`src/hmsu_pkg.sv`:
```
package hmsu_pkg;

  localparam int IDX_W = 8;

  localparam logic [2:0] REG_COUPLING_X = 3'd0;
  localparam logic [2:0] REG_COUPLING_Y = 3'd1;
  localparam logic [2:0] REG_COUPLING_Z = 3'd2;
  localparam logic [2:0] REG_FIELD      = 3'd3;
  localparam logic [2:0] REG_STEP       = 3'd4;
  localparam logic [2:0] REG_ACC_SCALE  = 3'd5;

  localparam logic OP_LOAD   = 1'b0;
  localparam logic OP_UPDATE = 1'b1;

  typedef struct packed {
    logic               op;
    logic [IDX_W-1:0]   row;
    logic [IDX_W-1:0]   col;
    logic signed [15:0] comp_x;
    logic signed [15:0] comp_y;
    logic signed [15:0] comp_z;
    logic [15:0]        uniform_draw;
  } req_t;

  typedef struct packed {
    logic [47:0] j_x;
    logic [47:0] j_y;
    logic [47:0] j_z;
    logic [47:0] field;
    logic [15:0] step;
    logic [23:0] acc_scale;
  } cfg_t;

  typedef struct packed {
    logic               accepted;
    logic signed [31:0] energy_delta;
    logic signed [39:0] total_energy;
    logic [31:0]        accept_count;
  } res_t;

endpackage

```
`src/hmsu_front.sv`:
```
module hmsu_front #(
  parameter int ROWS = 16,
  parameter int COLS = 16
) (
  input  logic               clk,
  input  logic               rst,
  input  logic               in_valid,
  output logic               in_ready,
  input  logic               op,
  input  logic [3:0]         row,
  input  logic [3:0]         col,
  input  logic signed [15:0] comp_x,
  input  logic signed [15:0] comp_y,
  input  logic signed [15:0] comp_z,
  input  logic [15:0]        uniform_draw,
  output logic               req_valid,
  output hmsu_pkg::req_t     req,
  input  logic               req_pop
);
  import hmsu_pkg::*;

  localparam logic [IDX_W:0] ROWS_V = (IDX_W+1)'(ROWS);
  localparam logic [IDX_W:0] COLS_V = (IDX_W+1)'(COLS);

  req_t       q [2];
  logic       wp;
  logic       rp;
  logic [1:0] cnt;
  logic       push;
  logic       pop;
  logic [IDX_W:0] rr;
  logic [IDX_W:0] cc;
  req_t       item;

  // wrap the site onto the lattice
  always_comb begin
    rr = (IDX_W+1)'(row);
    cc = (IDX_W+1)'(col);
    for (int i = 0; i < 6; i++) begin
      if (rr >= ROWS_V) rr = rr - ROWS_V;
      if (cc >= COLS_V) cc = cc - COLS_V;
    end
    item.op           = op;
    item.row          = rr[IDX_W-1:0];
    item.col          = cc[IDX_W-1:0];
    item.comp_x       = comp_x;
    item.comp_y       = comp_y;
    item.comp_z       = comp_z;
    item.uniform_draw = uniform_draw;
  end

  assign in_ready  = (cnt != 2'd2);
  assign req_valid = (cnt != 2'd0);
  assign req       = q[rp];
  assign push      = in_valid && in_ready;
  assign pop       = req_pop && req_valid;

  always_ff @(posedge clk) begin
    if (rst) begin
      wp  <= 1'b0;
      rp  <= 1'b0;
      cnt <= 2'd0;
    end else begin
      if (push) wp <= ~wp;
      if (pop) rp <= ~rp;
      cnt <= cnt + {1'b0, push} - {1'b0, pop};
    end
  end

  always_ff @(posedge clk) begin
    if (push) q[wp] <= item;
  end

endmodule

```
`config.mk`:
```
export PLATFORM = sky130hd
export DESIGN_NAME = hmsu_front
export DESIGN_NICKNAME = d
export VERILOG_FILES = /design/src/hmsu_pkg.sv /design/src/hmsu_front.sv
export SDC_FILE = /design/constraint.sdc
export NUM_CORES = 1
export LEC_CHECK = 0
export ABC_CLOCK_PERIOD_IN_PS = 9100
export BUFFER_PORTS_ARGS = -buffer_cell sky130_fd_sc_hd__buf_2
export CAP_MARGIN = 5
export CORE_MARGIN = 2
export CORE_UTILIZATION = 45
export DETAILED_ROUTE_END_ITERATION = 6
export HOLD_SLACK_MARGIN = 0.06
export PLACE_DENSITY = 0.71
export REMOVE_ABC_BUFFERS = 1
export SLEW_MARGIN = 10
export SYNTH_ARGS = -nofsm -noshare
export SYNTH_HDL_FRONTEND = slang
export SYNTH_SLANG_ARGS = --single-unit
export TNS_END_PERCENT = 100
```
`constraint.sdc`:
```
create_clock -name clk -period 9.1 [get_ports clk]
set_input_delay 0.91 -clock clk [delete_from_list [all_inputs] [get_ports clk]]
set_output_delay 0.91 -clock clk [all_outputs]
set_load 0.01 [all_outputs]
```
==> results.json, run 1 <==
{
  "outcome": "completed",
  "rsz0062_at_grt": "no",
  "avgViaCountPerCell": 4.704,
  "internal_power_uw": 1614,
  "yosys_register_bits": 151,
  "use_met2": 0.2346,
  "drive_above_1_share": 0.5917,
  "synth_top_family_by_area": "multiplexers",
  "clock_power_share": 0.342,
  "antenna_found_initial": 1,
  "post_cts_resized": 0,
  "die_w_microns": 118.6,
  "r2r-end": "q[0][28]$_DFFE_PP_",
  "gr-total-overflow": 0,
  "r2r-start": "cnt[0]$_SDFF_PP0_",
  "post-route-period-util": 0.3722,
  "worstSetupEndpointType": "primary output",
  "path_cells": "buf_4 > mux2_2 > buf_2",
  "synthSimpleGateAreaFrac": 0.009520,
  "io_buffers": 151,
  "synthToLayoutAreaGrowth_pct": 24.26,
  "firstDrtPassIters": 4,
  "power.switching_uw": 523.4,
  "post-dp-hpwl_mm": 6.156,
  "r2r_cells": 4,
  "ant_nets": 0,
  "grt_pass1_wl_mm": 14.79,
  "synth_top_cell_area_share": 0.7413,
  "drv_cap": 0,
  "die-area_sq_um": 14080,
  "track_usage": 0.1400,
  "coreArea_sq_um": 12720,
  "crit_path_end": "req[0]",
  "ctsHoldBuffers": 0,
  "p_seq_frac": 0.433,
  "grt_use_met1": 0.1532,
  "top_usage_layer": "met2",
  "htreeDepth": 4,
  "vias": 2860,
  "syn_avg_cell_area_sq_um": 22.75,
  "ys_warn_count": 0,
  "crit_required_ns": 8.19,
  "final_common_cell": "buf_2",
  "drc": 0,
  "slew_headroom": 0.3077,
  "cp_max_fo": 43,
  "yosys.area_share.adder": 0.004231,
  "grt_max_degree": 74,
  "synth-seq-area-share": 0.7582,
  "cp.arrival_ns": 2.48,
  "share_comb_of_total_power": 0.226,
  "routed_wl_mm": 9.697,
  "hold_class": "flop to flop",
  "swShare": 0.2448,
  "fin_tns_setup_ns": 0,
  "clock_skew_ns": 0.004626,
  "syn-cell-area_sq_um": 5914,
  "p_per_area_nw_per_um2": 290.9,
  "cts_sinks": 151,
  "finalInstanceArea_sq_um": 7350,
  "synth_cells": 260,
  "cts_tree": "done",
  "num_antenna_cells": 0,
  "grt_use_met3": 0.05888,
  "grt_pass1_vias": 2986,
  "clock-root-buffer": "clkbuf_16",
  "nets": 502,
  "ir_drop_uv": 212.8,
  "start_util": 0.4649,
  "start_kind": "flop",
  "clockBufferDepth": 2,
  "placed_cell_area_sq_um": 6731,
  "fmax_ghz": 0.2952,
  "crit_slowest_cell": "buf_4",
  "fp.dieH_microns": 118.6,
  "hold_viol": 0,
  "wire_per_inst_microns": 15.95,
  "top_level_ports": 160,
  "crit_type": "flop to primary output",
  "p_leak_uw": 0.002920,
  "synth_compound_area_frac": 0.001269,
  "post_cts_buffers": 0,
  "numCtsBuffers": 17,
  "layout_common_cells": "151 x buf_2, 146 x edfxtp_1, 70 x mux2_4",
  "synth_xor_area_frac": 0.004443,
  "final_util": 0.5777,
  "reg2reg_slack_ns": 6.79,
  "tightest_slew_ns": 1.038,
  "gp_congestion": 0.6867,
  "ys_types": 19,
  "drt_iter0_markers": 208,
  "critPathMaxStageDelay_ns": 0.75,
  "setup_viol": 0,
  "clk_pin_slew_ns": 0.05,
  "rows": 41,
  "clock_latency_ns": 0.41,
  "synth_largest_area_cell": "edfxtp_1",
  "drv_slew": 0,
  "synthMuxAreaShare": 0.1853,
  "min_period_ns": 3.387,
  "ys_top_cells_by_area": "edfxtp_1 74%, mux2_4 18%, buf_12 2.4%"
}
==> power groups by stage <==
stage          Clock, uW  Combinational (uW)  Sequential (uW)
2_1_floorplan          0                 334              959
3_3_place_gp           0                 489              936
3_5_place_dp           0                 491              940
4_1_cts              745                 493              927
5_1_grt              776                 517              935
6_report             730                 483              925
==> kinds of logic (layout without fill, tap and decap cells) <==
logic type      count (synthesis)  in the layout
flops                         151            151
simple gates                   11             11
compound gates                  1              1
other cells                     1              8
buf+inv                        17            186
fa+ha+maj                       2              2
xor+xnor                        3              3
mux                            74             74
==> worst min path at each step <==
| stage | from | endpoint | cells past startpoint |
|---|---|---|---|
| final | rp$_SDFFE_PP0P_ | flop | 2 |
| after global routing | rp$_SDFFE_PP0P_ | rp$_SDFFE_PP0P_ | 2 |
| after CTS | rp$_SDFFE_PP0P_ | flop | 2 |
| after detailed placement | rp$_SDFFE_PP0P_ | flop | 2 |
| after global placement | rp$_SDFFE_PP0P_ | flop | 2 |
| after floorplan | rp$_SDFFE_PP0P_ | flop | 2 |
==> metal layers <==
layer  part of all wire  vias to the layer above
met5             0.0015                        -
met4              0.020                        2
met3              0.081                       18
met2               0.51                      114
met1               0.39                     1403
li1                   -                     1323
==> synth_stat cells, drive strengths merged <==
master / number
ha: 2
mux2: 74
edfxtp: 146
o21a: 1
xnor2: 2
nor2: 5
inv: 1
and3: 1
nand2b: 1
or2: 1
nand2: 1
nor2b: 2
dfxtp: 5
buf: 16
xor2: 1
conb: 1
==> through the flow <==
step           cells  power, uW  setup slack (ns)  hold WS, ns
6_report         608       2138             5.713       0.5149
5_1_grt          608       2228             5.571       0.5375
4_1_cts          608       2165             5.647       0.5217
3_5_place_dp     576       1432             6.104       0.5010
3_3_place_gp     576       1425             6.077       0.4956
2_1_floorplan    251       1293             4.554       0.4810
==> area by class of cell <==
type | instances | area, sq um
timing repair buffer | 153 | 770.7
fill | 1023 | 5373
inverter | 1 | 3.754
clock inverter | 12 | 181.4
multi-input combinational | 99 | 1254
tap | 172 | 215.2
sequential | 151 | 4488
clock buffer | 20 | 436.7
==> sequential cells by signal, indices dropped and copies added, names as in the netlist, named ones only <==
name  flops
rp        1
wp        1
q       146
cnt       2
==> critical path, delay by kind of cell, from the launching register on <==
| family | cells | cell delay (ns) |
|---|---|---|
| multiplexers | 1 | 0.41 |
| buffers and inverters | 2 | 0.89 |
| flip-flops | 1 | 0.72 |
No activity file was read; power rests on OpenSTA's default activity.
==> run 2, diff against run 1 <==
Settings changed: ABC_CLOCK_PERIOD_IN_PS 9100 to 3100, PLACE_DENSITY 0.71 to 0.74.
Clock period 9.1 ns to 3.1 ns, I/O delays scaled along.
==> run 2 against run 1 <==
Register-to-register slack lost 5.5 ns. Clock skew grew 0.0049 ns. First-iteration DRC count shrank 17%. Combinational power grew to 3.1 times the previous value. Flip-flop and latch count is the same. Critical endpoint is now req[1]. Largest cell class unchanged. Highest routed layer is now met4.
==> results.json, run 2 (synthesis results as in run 1) <==
{
  "drc": 0,
  "gr-total-overflow": 0,
  "synthToLayoutAreaGrowth_pct": 26.82,
  "drv_cap": 0,
  "start_kind": "flop",
  "vias": 2861,
  "r2r-end": "q[1][47]$_DFFE_PP_",
  "firstDrtPassIters": 4,
  "die-area_sq_um": 14080,
  "antenna_found_initial": 1,
  "cts_sinks": 151,
  "top_level_ports": 160,
  "hold_viol": 0,
  "ant_nets": 0,
  "slew_headroom": 0.3121,
  "post-route-period-util": 0.6548,
  "fin_tns_setup_ns": 0,
  "p_leak_uw": 0.002982,
  "nets": 512,
  "outcome": "completed",
  "rsz0062_at_grt": "no",
  "drv_slew": 0,
  "coreArea_sq_um": 12720,
  "r2r-start": "cnt[0]$_SDFF_PP0_",
  "cp.arrival_ns": 1.72,
  "clock_skew_ns": 0.009478,
  "hold_class": "primary input to flop",
  "routed_wl_mm": 9.793,
  "placed_cell_area_sq_um": 6764,
  "crit_path_end": "req[1]",
  "post-dp-hpwl_mm": 6.073,
  "instances_no_fill": 619,
  "multi_input_area_sq_um": 1254,
  "place_inst": 577,
  "htreeDepth": 4,
  "rows": 41,
  "clk_pin_slew_ns": 0.06,
  "die_w_microns": 118.6,
  "track_usage": 0.1453,
  "min_period_ns": 2.030,
  "clock_latency_ns": 0.42,
  "fp.dieH_microns": 118.6,
  "cts_tree": "done",
  "crit_type": "flop to primary output",
  "clockBufferDepth": 2,
  "setup_viol": 0,
  "top_register": "q",
  "grt_max_degree": 74,
  "largest_register_ff_count": 146,
  "p_per_area_nw_per_um2": 847.5,
  "fmax_ghz": 0.4926,
  "final_common_cell": "buf_2",
  "clock-root-buffer": "clkbuf_16",
  "ir_drop_uv": 664.0,
  "avgViaCountPerCell": 4.622,
  "reg.largest.list": "q (146), cnt (2)",
  "finalInstanceArea_sq_um": 7501,
  "numCtsBuffers": 17,
  "seqCellArea_sq_um": 4488,
  "crit_required_ns": 2.79,
  "drive_above_1_share": 0.5897,
  "layout_common_cells": "151 x buf_2, 146 x edfxtp_1, 70 x mux2_4",
  "tightest_slew_ns": 1.032,
  "post_cts_resized": 0,
  "reg2reg_slack_ns": 1.25,
  "worstSetupEndpointType": "primary output",
  "grt_pass1_vias": 3077,
  "wire_per_inst_microns": 15.82,
  "cp_max_fo": 26,
  "start_util": 0.4649,
  "nFillCells": 990,
  "hold_ws_ns": 0.08094,
  "drt_iter0_markers": 173,
  "final_util": 0.5896,
  "gp_congestion": 0.7266,
  "io_buffers": 151,
  "grt_pass1_wl_mm": 15.27,
  "r2r_cells": 2
}
[run 2: where the power goes]
group | internal [uW] | leakage (uW) | switching [uW]
registers | 2570 | 0.00141 | 74.7
clock network | 1450 | 0.000316 | 744
logic | 783 | 0.00126 | 735
total | 4800 | 0.00298 | 1550
[run 2: worst min-delay path by stage]
stage	from	endpoint	slack, ns	cells past startpoint
floorplan	rst	cnt[0]$_SDFF_PP0_	0.38	1
global placement	rp$_SDFFE_PP0P_	rp$_SDFFE_PP0P_	0.50	2
detailed placement	comp_x[4]	q[1][52]$_DFFE_PP_	0.50	1
CTS	comp_x[10]	q[1][58]$_DFFE_PP_	0.06	1
global route	uniform_draw[6]	q[0][6]$_DFFE_PP_	0.06	1
finish	uniform_draw[6]	q[1][6]$_DFFE_PP_	0.08	1
[run 2: layer usage]
layer	up-vias	track usage	wire length [microns]	part of all wire
met3	14	0.05888	723	0.074
met1	1391	0.1612	3830	0.39
met4	0	0.06696	150	0.015
met2	105	0.2439	5089	0.52
li1	1351	-	-	-
met5	-	0	0	0
[run 2: final cells by class]
| class | count | share of cell area |
|---|---|---|
| sequential | 151 | 0.5983 |
| multi-input combinational | 99 | 0.1671 |
| antenna | 1 | 0.0003336 |
| clock inverter | 8 | 0.01902 |
| timing repair buffer | 163 | 0.1191 |
| clock buffer | 24 | 0.06689 |
| tap | 172 | 0.02869 |
| inverter | 1 | 0.0005004 |
[run 2: what timing repair did]
item                      CTS  global route
hold endpoints to repair   15             1
hold buffers                8             1
setup buffers               0             0
[run 2: worst max-delay path, cell delays in order, from the launching register on]
cell and delay, ns:
dfxtp_4 0.35, buf_4 0.41, mux2_2 0.40, buf_2 0.14
[run 2: per-stage QoR]
stage	setup slack, ns	total power (uW)
5_1_grt	0.9939	6623
4_1_cts	1.040	6440
3_5_place_dp	1.234	4225
2_1_floorplan	-1.053	3795
6_report	1.070	6357
3_3_place_gp	1.322	4189
